--- src/rtl/bhs_pkg.sv ---
// Package for the bounded history stack: sizes, request and result types, codes.
`default_nettype none

package bhs_pkg;

    // Sizing
    localparam int CAPACITY    = 16;
    localparam int ENTRY_WIDTH = 32;
    localparam int VALUE_W     = 32;
    localparam int DEPTH_W     = 8;
    localparam int SLOT_W      = (CAPACITY > 1) ? $clog2(CAPACITY) : 1;
    localparam int COUNT_W     = $clog2(CAPACITY + 1);
    localparam int SUM_W       = $clog2(2 * CAPACITY);

    // Request kinds; the fourth code is a no-op
    typedef enum logic [1:0] {
        REQ_PUSH = 2'd0,
        REQ_POP  = 2'd1,
        REQ_PEEK = 2'd2
    } req_kind_t;

    // Result status codes
    typedef enum logic [1:0] {
        ST_OK    = 2'd0,
        ST_EMPTY = 2'd1,
        ST_RANGE = 2'd2
    } status_t;

    typedef struct packed {
        logic [1:0]         req_type;
        logic [VALUE_W-1:0] entry_value;
        logic [DEPTH_W-1:0] depth;
    } req_t;

    typedef struct packed {
        logic [VALUE_W-1:0] result_value;
        status_t            status;
    } rsp_t;

endpackage

`default_nettype wire

--- src/rtl/bounded_history_stack.sv ---
// Top level of the bounded history stack: ring memory, pointer and count logic.
//
//  channel  | ports                  | transfer
//  ---------+------------------------+-------------------------------------
//  request  | start, busy, request   | clock edge with start high, busy low
//  result   | done, result           | clock edge ending the done cycle
//
// A request is accepted in any cycle; busy never rises.
// Its result appears with done in the cycle after the transfer, since the entry
// memory has a registered read port.
// Pointer and count update at the transfer edge, so the next request sees them.
// A pushed entry is readable by a request in the next cycle.
// Reset clears pointer, count and done; memory contents are not cleared.
// The receiver cannot stall: every result is shown for one cycle only.
`default_nettype none

module bounded_history_stack (
    input  wire logic          clk,
    input  wire logic          rst_n,
    input  wire logic          start,
    output logic               busy,
    input  wire bhs_pkg::req_t request,
    output logic               done,
    output bhs_pkg::rsp_t      result
);
    import bhs_pkg::*;

    // Entry storage
    logic [ENTRY_WIDTH-1:0] mem [CAPACITY];

    logic [SLOT_W-1:0]      top_slot_reg, top_slot_next;
    logic [COUNT_W-1:0]     entry_count_reg, entry_count_next;
    logic                   done_reg;
    logic                   hit_reg, hit_next;
    status_t                status_reg, status_next;
    logic [ENTRY_WIDTH-1:0] rd_data_reg;

    logic                   accept;
    logic                   wr_en;
    logic                   rd_en;
    logic [COUNT_W-1:0]     back;
    logic [SUM_W-1:0]       sum_raw;
    logic [SUM_W-1:0]       sum_wrap;
    logic [SLOT_W-1:0]      slot_sel;
    logic [SLOT_W-1:0]      top_inc;
    logic                   depth_bad;

    assign busy   = 1'b0;
    assign accept = start && !busy;

    // Slot a given number of places below the top, modulo capacity
    always_comb
    begin
        if (req_kind_t'(request.req_type) == REQ_PEEK)
            back = COUNT_W'(request.depth);
        else
            back = COUNT_W'(1);
        sum_raw = SUM_W'(top_slot_reg) + SUM_W'(CAPACITY) - SUM_W'(back);
        if (sum_raw >= SUM_W'(CAPACITY))
            sum_wrap = sum_raw - SUM_W'(CAPACITY);
        else
            sum_wrap = sum_raw;
        slot_sel = SLOT_W'(sum_wrap);
    end

    // Next push slot
    always_comb
    begin
        if (top_slot_reg == SLOT_W'(CAPACITY - 1))
            top_inc = '0;
        else
            top_inc = top_slot_reg + SLOT_W'(1);
    end

    // Peek depth check against the count, done at the wider width
    assign depth_bad = (request.depth == '0) ||
                       ({{COUNT_W{1'b0}}, request.depth} >
                        {{DEPTH_W{1'b0}}, entry_count_reg});

    // Request decode: pointer, count and result status
    always_comb
    begin
        top_slot_next    = top_slot_reg;
        entry_count_next = entry_count_reg;
        hit_next         = 1'b0;
        status_next      = ST_OK;
        wr_en            = 1'b0;
        rd_en            = 1'b0;
        case (req_kind_t'(request.req_type))
            REQ_PUSH:
            begin
                wr_en         = accept;
                top_slot_next = top_inc;
                if (entry_count_reg != COUNT_W'(CAPACITY))
                    entry_count_next = entry_count_reg + COUNT_W'(1);
            end
            REQ_POP:
            begin
                if (entry_count_reg == '0)
                    status_next = ST_EMPTY;
                else
                begin
                    rd_en            = accept;
                    hit_next         = 1'b1;
                    top_slot_next    = slot_sel;
                    entry_count_next = entry_count_reg - COUNT_W'(1);
                end
            end
            REQ_PEEK:
            begin
                if (entry_count_reg == '0)
                    status_next = ST_EMPTY;
                else if (depth_bad)
                    status_next = ST_RANGE;
                else
                begin
                    rd_en    = accept;
                    hit_next = 1'b1;
                end
            end
            default:
            begin
                status_next = ST_OK;
            end
        endcase
    end

    // Control registers
    always_ff @(posedge clk or negedge rst_n)
    begin
        if (!rst_n)
        begin
            top_slot_reg    <= '0;
            entry_count_reg <= '0;
            done_reg        <= 1'b0;
        end
        else
        begin
            done_reg <= accept;
            if (accept)
            begin
                top_slot_reg    <= top_slot_next;
                entry_count_reg <= entry_count_next;
            end
        end
    end

    // Result payload registers
    always_ff @(posedge clk)
    begin
        if (accept)
        begin
            hit_reg    <= hit_next;
            status_reg <= status_next;
        end
    end

    // Entry memory: one write port, one registered read port
    always_ff @(posedge clk)
    begin
        if (wr_en)
            mem[top_slot_reg] <= ENTRY_WIDTH'(request.entry_value);
        if (rd_en)
            rd_data_reg <= mem[slot_sel];
    end

    // Result drive
    assign done                = done_reg;
    assign result.result_value = hit_reg ? VALUE_W'(rd_data_reg) : '0;
    assign result.status       = status_reg;

    // Count stays within capacity
    a_count_bound: assert property (@(posedge clk) disable iff (!rst_n)
        entry_count_reg <= COUNT_W'(CAPACITY))
        else $error("entry count above capacity");

    // Every transfer gives exactly one result in the next cycle
    a_done_follows: assert property (@(posedge clk) disable iff (!rst_n)
        accept |=> done)
        else $error("missing result after transfer");

    a_no_stray_done: assert property (@(posedge clk) disable iff (!rst_n)
        !accept |=> !done)
        else $error("result without transfer");

    // Pop of a non-empty stack removes one entry and returns ok
    a_pop_count: assert property (@(posedge clk) disable iff (!rst_n)
        (accept && req_kind_t'(request.req_type) == REQ_POP && entry_count_reg != '0)
        |=> (entry_count_reg == $past(entry_count_reg) - COUNT_W'(1)) &&
            (result.status == ST_OK))
        else $error("pop did not remove one entry");

    // Push on a full stack keeps the count at capacity
    a_push_full: assert property (@(posedge clk) disable iff (!rst_n)
        (accept && req_kind_t'(request.req_type) == REQ_PUSH &&
         entry_count_reg == COUNT_W'(CAPACITY))
        |=> entry_count_reg == COUNT_W'(CAPACITY))
        else $error("full push changed the count");

endmodule

`default_nettype wire
--- config.mk ---
export PLATFORM = sky130hd
export DESIGN_NAME = bounded_history_stack
export DESIGN_NICKNAME = d
export VERILOG_FILES = /design/src/rtl/bhs_pkg.sv /design/src/rtl/bounded_history_stack.sv
export SDC_FILE = /design/constraint.sdc
export NUM_CORES = 1
export LEC_CHECK = 0
export BUFFER_PORTS_ARGS = -buffer_cell sky130_fd_sc_hd__buf_2
export CORE_MARGIN = 5
export CORE_UTILIZATION = 45
export CTS_BUF_LIST = sky130_fd_sc_hd__clkbuf_16
export DETAILED_ROUTE_END_ITERATION = 8
export GPL_ROUTABILITY_DRIVEN = 0
export PLACE_DENSITY = 0.62
export SYNTH_ARGS = -nofsm -noshare
export SYNTH_HDL_FRONTEND = slang
export SYNTH_SLANG_ARGS = --single-unit
--- constraint.sdc ---
create_clock -name clk -period 3.88 [get_ports clk]
set_clock_uncertainty 0.2 [all_clocks]
set_input_delay 0.582 -clock clk [delete_from_list [all_inputs] [get_ports clk]]
set_output_delay 0.582 -clock clk [all_outputs]
set_load 0.005 [all_outputs]
======== Word-level counts from Yosys, hierarchy flattened ========
Memory sizes are Yosys's and may differ from the RTL's. A register that Yosys moved wholly into a read port is not among the register bits.
Cells that the tools add are included.
storage, ports and cells
  register bits ........................... 13
  memory bits (writable) .................. 512
  bits of input ports ..................... 45
  memories kept ........................... 1
memories
  memory  words  bits a word  read ports  clocked after Yosys merged registers in  write ports  RTL line                     source
  mem     16     32           1           1                                        1            bounded_history_stack.sv:29  logic [ENTRY_WIDTH-1:0] mem [CAPACITY];
cells by class
  $add $sub $neg .......................... 6
  order comparisons ....................... 2
  eq/ne operators ......................... 6
  multiplexer cells ....................... 24
  reduce and logical (&&, ||, !) cells .... 7
operator list
  cell                 number
  $mux 32              1
  $mux 5               3
  $mux 4               3
  $mux 1               10
  $pmux 5 s2           1
  $gt 8x5->1           1
  $logic_not 8->1      1
  $pmux 4 s2           1
  $add 4x5->5 const B  1
  $add 5x1->5 const B  1
  $ge 5x5->1 const B   1
  $logic_not 5->1      1
  $ne 5x5->1 const B   1
  $sub 5x1->5 const B  1
  $sub 5x5->5          1
  $add 4x1->4 const B  1
  $eq 4x4->1 const B   1
  $mux 2               2
  $ne 2x2->1 const B   2
  $pmux 1 s2           2
  $pmux 2 s2           1
  $reduce_and 4->1     1
  $sub 4x1->4 const B  1
  $reduce_and 3->1     1
  5 further kinds      5

======== Logic depth before layout (Yosys ltp) ========
Gate-level depths: netlist of run 1.
  depth in word-level cells ............... 7
  gate-level depth with buffers ........... 12

======== Worst setup path after synthesis of run 1 ========
No wires, ideal clock.
  path kind ............................... input to register
  start ................................... input port request[40] (netlist bit)
  end ..................................... memory mem[2][0] (enable)
  setup time .............................. 0.461 ns
  arrival ................................. 3.479 ns
  data required time ...................... 3.219 ns
  path slack .............................. -0.260 ns
  stages .................................. 5
  path buffers ............................ 1
  path through ............................ inv_1 -> ha_1 -> clkbuf_1 -> nand3_1 -> nor3_1
between the ends
  cells in the longest elaborated chain, start to end .. 4
RTL lines
  element                       RTL line                      source
  from (decl)                   bounded_history_stack.sv:22   input wire bhs_pkg::req_t request,
  $logic_not 2->1               bounded_history_stack.sv:89   case (req_kind_t'(request.req_type))
  $mux 1                        bounded_history_stack.sv:89
  $mux 1                        bounded_history_stack.sv:161  if (wr_en)
  $mux 1 (implied by the code)  bounded_history_stack.sv:162  mem[top_slot_reg] <= ENTRY_WIDTH'(request.entry_value);
  to (decl)                     bounded_history_stack.sv:29
No other way between the ends.

======== Worst setup path in the final report of run 1 ========
  start ................................... register top_slot_reg[0]
  end ..................................... register rd_data_reg[14] (read register of mem) (data pin)
between the ends
  cells in the longest elaborated chain, start to end .. 4
  elaborated cells on any way between the ends .. 5
  classes of those cells .................. add/sub (3); order compare (1); mux (1)
RTL lines
  element                                           RTL line                                                  source
  from (decl)                                       bounded_history_stack.sv:31                               logic [SLOT_W-1:0] top_slot_reg, top_slot_next;
  from (signal assigned)                            bounded_history_stack.sv:142                              top_slot_reg <= top_slot_next;
  $add 4x5->5 (*)                                   bounded_history_stack.sv:58                               sum_raw = SUM_W'(top_slot_reg) + SUM_W'(CAPACITY) - SUM_W'(back);
  $sub 5x5->5 (*)                                   bounded_history_stack.sv:58
  $sub 4x1->4 / $ge 5x5->1 (equally long branches)  bounded_history_stack.sv:60, bounded_history_stack.sv:59
  $mux 4 (*)                                        bounded_history_stack.sv:59                               if (sum_raw >= SUM_W'(CAPACITY))
  to (decl)                                         bounded_history_stack.sv:36                               logic [ENTRY_WIDTH-1:0] rd_data_reg;
Every way passes the cells marked *; elsewhere a longest branch is shown, timed or not.
A chain may end at the register's enable or synchronous reset.

==> flow_summary.ini, run 1 <==
[run_status]
status = complete, no violations

[final_layout]
stdcell_count = 1784
fin_nets = 1187
fill_cells = 3795
drive_gt1_share_pct = 29.72
final_cell_area_um2 = 25220
synthToLayoutAreaGrowth_pct = 14.82
largest_reg_flops = 512

[power]
power_frac_comb_pct = 28.6
leakage_nw = 8.507
switching_share_pct = 28.02
vdd_drop_max_mv = 0.4409
seqPwrFrac_pct = 42.4
intPower_mw = 12.06
clkPwrFrac_pct = 29.0
total_power_mw = 16.76
p_sw_mw = 4.696
powerDensity_nw_per_um2 = 664.5

[synthesis]
synth_area_leaders = edfxtp_1 75%, mux4_2 13%, mux2i_1 4.6%
synth_top_area_share_pct = 74.78
synth.yosys.warnings = 0
synth_top_cell_by_area = edfxtp_1
synth_seq_cells = 557
synthTopCellsByCount = 547 x edfxtp_1, 128 x mux4_2, 101 x mux2i_1
ys_seq_area_share_pct = 75.92
syn_nets = 1058
async_reset_ff_share_pct = 1.795
ys_types = 47
yosysMostFrequentCell = edfxtp_1
syn-instance-count = 993
synth_ff_type = edfxtp_1
syn_area_per_cell_um2 = 22.12
synth_edf_count = 547
syn_area_um2 = 21970

[timing]
post-route-period-util_pct = 82.44
worst_pin_slew_ns = 0.8459
report.final.hold_viol_count = 0
rsz0062_at_grt = no
setup_viol = 0
max_clock_freq_mhz = 312.6
drv_slew = 0
period_minus_slack_ns = 3.199
slew_headroom_pct = 43.60

[placed_design]
post-dp-hpwl_mm = 23.62
port_buffers = 79
post-place-cells = 1687
dpl_cell_area_um2 = 23580

[routing]
drt_first_pass_iters = 5
post_drt_wl_per_cell_um = 25.76
routed_wl_mm = 45.96
vias_per_cell = 5.623
final_antenna_net_count = 0
drc = 0
drtIter0Drc = 857
vias = 10030

[critical_path]
critPathMaxFanout = 46
end_kind = register
cp-start-kind = register
crit_chain = inv_1 > ha_4 > inv_2 > fa_4 > buf_12 > mux4_2 > mux2i_1 > mux2i_1
critPathKind = reg -> reg
critical-path-top-delay-family = adder cells
crit_top_cell = mux2i_1
slowest_stage = fa_4
cp.buffers_inverters = 3
critical_path.max_stage_delay_ns = 0.88
crit_required_ns = 4.03
cp.arrival_ns = 3.34

[die]
core_area_um2 = 48650
ios = 81
start_util_pct = 45.15
num_rows = 81
die_area_um2 = 53330
dieHeight_um = 230.9
die_x_um = 230.9

[clock_tree]
clock_latency_ns = 0.60
cts_max_level = 2
cts-root-buf = clkbuf_16
clock_sinks = 557
cts_made_buffers = 54
cts_tree = done
clockBufferDepth = 3
cts.clk_slew.worst_paths_ns = 0.06
postCtsSetupBuffers = 0

[grt]
global_route.usage.met1_pct = 23.38
antenna_found_initial = 2
grt_pass1_wl_mm = 68.40
grt_max_degree = 47
met2_usage_pct = 29.87
busiest_layer = met2
grt_overflow = 0
globalRouteTotalUtil_pct = 17.42
use_met3_pct = 3.001
grt_pass1_vias = 10500

[min_path]
hp-class = in -> reg

[flow_run]
maxCapViolCount = 0
-- power groups by stage --
stage | Sequential [mW] | Clock [mW] | Combinational (mW)
final | 7.11 | 4.85 | 4.79
after global routing | 7.13 | 5.21 | 5.23
after CTS | 7.12 | 4.95 | 4.90
after detailed placement | 7.24 | 0 | 4.90
after global placement | 7.23 | 0 | 4.85
after floorplan | 7.17 | 0 | 3.70
-- final cells by class --
type	instances	area, um2	area share [%]
clock buffer	55	1376	5.457
tap	622	778.2	3.086
clock inverter	40	249.0	0.9873
antenna	1	2.502	0.009922
multi-input combinational	373	5085	20.16
inverter	16	60.06	0.2381
sequential	557	16680	66.12
timing repair buffer	120	993.5	3.939
-- per-layer routing --
layer,wire length (um),part of all wire [%]
met5,17,0.037
met4,872,1.9
met3,2401,5.2
met2,23420,51
met1,19240,42
-- worst paths after layout --
path | startpoint | end | slack [ns] | depth (start not counted)
worst max-delay path | top_slot_reg[0] | rd_data_reg[14] | 0.68 | 8
max in group asynchronous | rst_n | top_slot_reg[0] | 3.06 | 2
min in group asynchronous | rst_n | entry_count_reg[0] | 0.20 | 2
worst max register to register | top_slot_reg[0] | rd_data_reg[14] | 0.68 | 8
worst min-delay path | start | done | 0.08 | 1
worst min register to register | entry_count_reg[0] | entry_count_reg[0] | 0.40 | 1
-- per-stage QoR --
step / setup TNS, ns / utilization [%] / hold slack [ns] / setup slack (ns)
floorplan: -32.49 / - / 0.08641 / -0.2542
global placement: 0 / 48.48 / 0.2704 / 0.2755
detailed placement: 0 / 48.48 / 0.2759 / 0.3013
CTS: 0 / 51.84 / 0.03812 / 0.7174
global route: 0 / 51.84 / 0.06046 / 0.5401
finish: 0 / 51.84 / 0.07858 / 0.6812
-- logic make-up after synthesis --
kind of cell / share of synthesized area (%)
flops: 75.92
mux: 17.73
simple gates: 2.096
buf+inv: 1.595
compound gates: 1.082
fa+ha+maj: 1.208
xor+xnor: 0.3589
other cells: 0.01707
-- cells in the final DEF (no fill, tap or decap), types with 17 or more instances in the layout --
master	n
clkbuf_16	55
buf_2	79
buf_12	23
mux4_2	128
inv_1	28
and2_1	32
mux2i_1	101
edfxtp_1	547
buf_4	17
ha_1	17
-- repair_timing --
| action | 4_1_cts | 5_1_grt |
|---|---|---|
| hold endpoints to repair | 10 | 0 |
| gates resized for setup | 0 | 0 |
| hold buffers | 1 | 0 |
No activity file was read; power rests on OpenSTA's default activity.
==> run 2, diff against run 1 <==
- PLACE_DENSITY: 0.62 -> 0.6
- clock period: 3.88 -> 3.35 ns (I/O delays scaled with it)
==> run 2 against run 1 <==
Effect of this change:
- wire length up 3.6%
- global-route usage up 0.60 points
- sequential power up 16%
- clock power up 18%
- critical path depth did not move
- cell count grew 2.0%
- combinational power rose by 27%
- via count grew 2.6%
- register-to-register slack lost 0.55 ns
- die area stayed put
==> flow_summary.ini, run 2 (synthesis gave the netlist of run 1 again) <==
[final_layout]
drive_gt1_share_pct = 31.72
fin_nets = 1220
fill_cells = 3786
largest_reg_flops = 512
synthToLayoutAreaGrowth_pct = 16.95
stdcell_count = 1819
layout_common_cells = 547 x edfxtp_1, 128 x mux4_2, 101 x mux2i_1
mostFrequentLayoutCell = edfxtp_1

[clock_tree]
cts_max_level = 2
clockBufferDepth = 3
cts_made_buffers = 56
clock_sinks = 557
cts.clk_slew.worst_paths_ns = 0.06
postCtsSetupBuffers = 0
cts-root-buf = clkbuf_16
clock_latency_ns = 0.60
cts_tree = done

[min_path]
hp-class = in -> reg

[timing]
drv_slew = 0
setup_viol = 0
fin_ws_ns = 0.1295
max_clock_freq_mhz = 310.5
rsz0062_at_grt = no
finalHoldWorstSlack_ns = 0.07565
post-route-period-util_pct = 96.14
worst_pin_slew_ns = 0.9276
setup_tns_ns = 0
report.final.hold_viol_count = 0
slew_headroom_pct = 38.16
period_minus_slack_ns = 3.221

[grt]
grt_overflow = 0
antenna_found_initial = 5
grt_max_degree = 31
grt_pass1_vias = 10680
grt_pass1_wl_mm = 70.86
globalRouteTotalUtil_pct = 18.02

[power]
powerDensity_nw_per_um2 = 780.2
vdd_drop_max_mv = 0.6177
leakage_nw = 8.751

[critical_path]
critPathKind = reg -> reg
r2r_slack_ns = 0.13
crit_top_cell = mux2i_1
crit_required_ns = 3.49
crit_chain = inv_1 > ha_4 > inv_2 > fa_4 > buf_12 > mux4_2 > mux2i_1 > mux2i_1
critPathMaxFanout = 30
slowest_stage = fa_4
cp.arrival_ns = 3.36
critical_path.max_stage_delay_ns = 0.97
end_kind = register
cp-start-kind = register

[placed_design]
port_buffers = 79
post-place-cells = 1717
dp_slack_ns = -0.2375
post-dp-hpwl_mm = 26.87

[routing]
final_antenna_net_count = 0
drtIter0Drc = 889
vias_per_cell = 5.656
drt_first_pass_iters = 5
post_drt_wl_per_cell_um = 26.17
vias = 10290
drc = 0
routed_wl_mm = 47.60

[die]
die_area_um2 = 53330
core_area_um2 = 48650
num_rows = 81
die_x_um = 230.9
ios = 81
dieHeight_um = 230.9
start_util_pct = 45.15

[flow_run]
maxCapViolCount = 0

[run_status]
status = complete, no violations
run 2: cell types whose count changed in the layout (fill, tap and decap cells not counted), sizes merged:
cell	before	now
buf	119	149
clkbuf	55	57
clkinv	21	20
clkinvlp	0	2
diode	1	2
dlygate4sd3	1	2
run 2: path summary, 6_finish.rpt:
| check | cells after the start | from | to |
|---|---|---|---|
| setup / recovery | 8 | top_slot_reg[0] | rd_data_reg[10] |
| hold / removal | 1 | request[21] | mem[9][13] |
| setup reg to reg | 8 | top_slot_reg[0] | rd_data_reg[10] |
| hold reg to reg | 1 | entry_count_reg[0] | entry_count_reg[0] |
| max in group asynchronous | 2 | rst_n | top_slot_reg[0] |
| min in group asynchronous | 2 | rst_n | entry_count_reg[4] |
run 2: stage by stage:
stage | cell area [um2] | power (mW) | util (%)
after detailed placement | 24000 | 14.58 | 49.33
after floorplan | 21980 | 12.59 | -
final | 25690 | 20.04 | 52.81
after CTS | 25680 | 20.34 | 52.79
after global routing | 25680 | 21.01 | 52.80
after global placement | 24000 | 14.51 | 49.33
run 2: critical path: cells and delay by family, from the launching register on:
family	cells	cell delay (ns)
adders and majority gates	2	1.14
buffers and inverters	3	0.52
DFF	1	0.43
muxes	3	0.61
run 2: final cells by class:
cell class	instances	area, um2	area share (%)
antenna	2	5.005	0.01948
clock buffer	57	1426	5.553
clock inverter	41	237.7	0.9254
inverter	16	60.06	0.2338
multi-input combinational	373	5085	19.79
sequential	557	16680	64.92
tap	622	778.2	3.030
timing repair buffer	151	1420	5.528
run 2: what timing repair did:
action	4_1_cts	5_1_grt
setup endpoints to repair	0	2
hold buffers	2	0
gates resized for setup	0	1
endpoints found under the hold margin	11	0
run 2: where the power goes:
part / internal, mW / switching (mW) / leakage [nW]
clock: 3.21 / 2.52 / 0.877
combinational: 3.14 / 2.93 / 2.83
sequential: 8.08 / 0.160 / 5.05
run 2: layer usage:
layer	up-vias	routed length (um)	GRT usage [%]	part of all wire [%]
met2	283	23640	29.62	50
met1	5484	20670	25.62	43
met3	66	2468	3.419	5.2
li1	4450	-	-	-
met5	-	46	0	0.097
met4	6	775	3.826	1.6
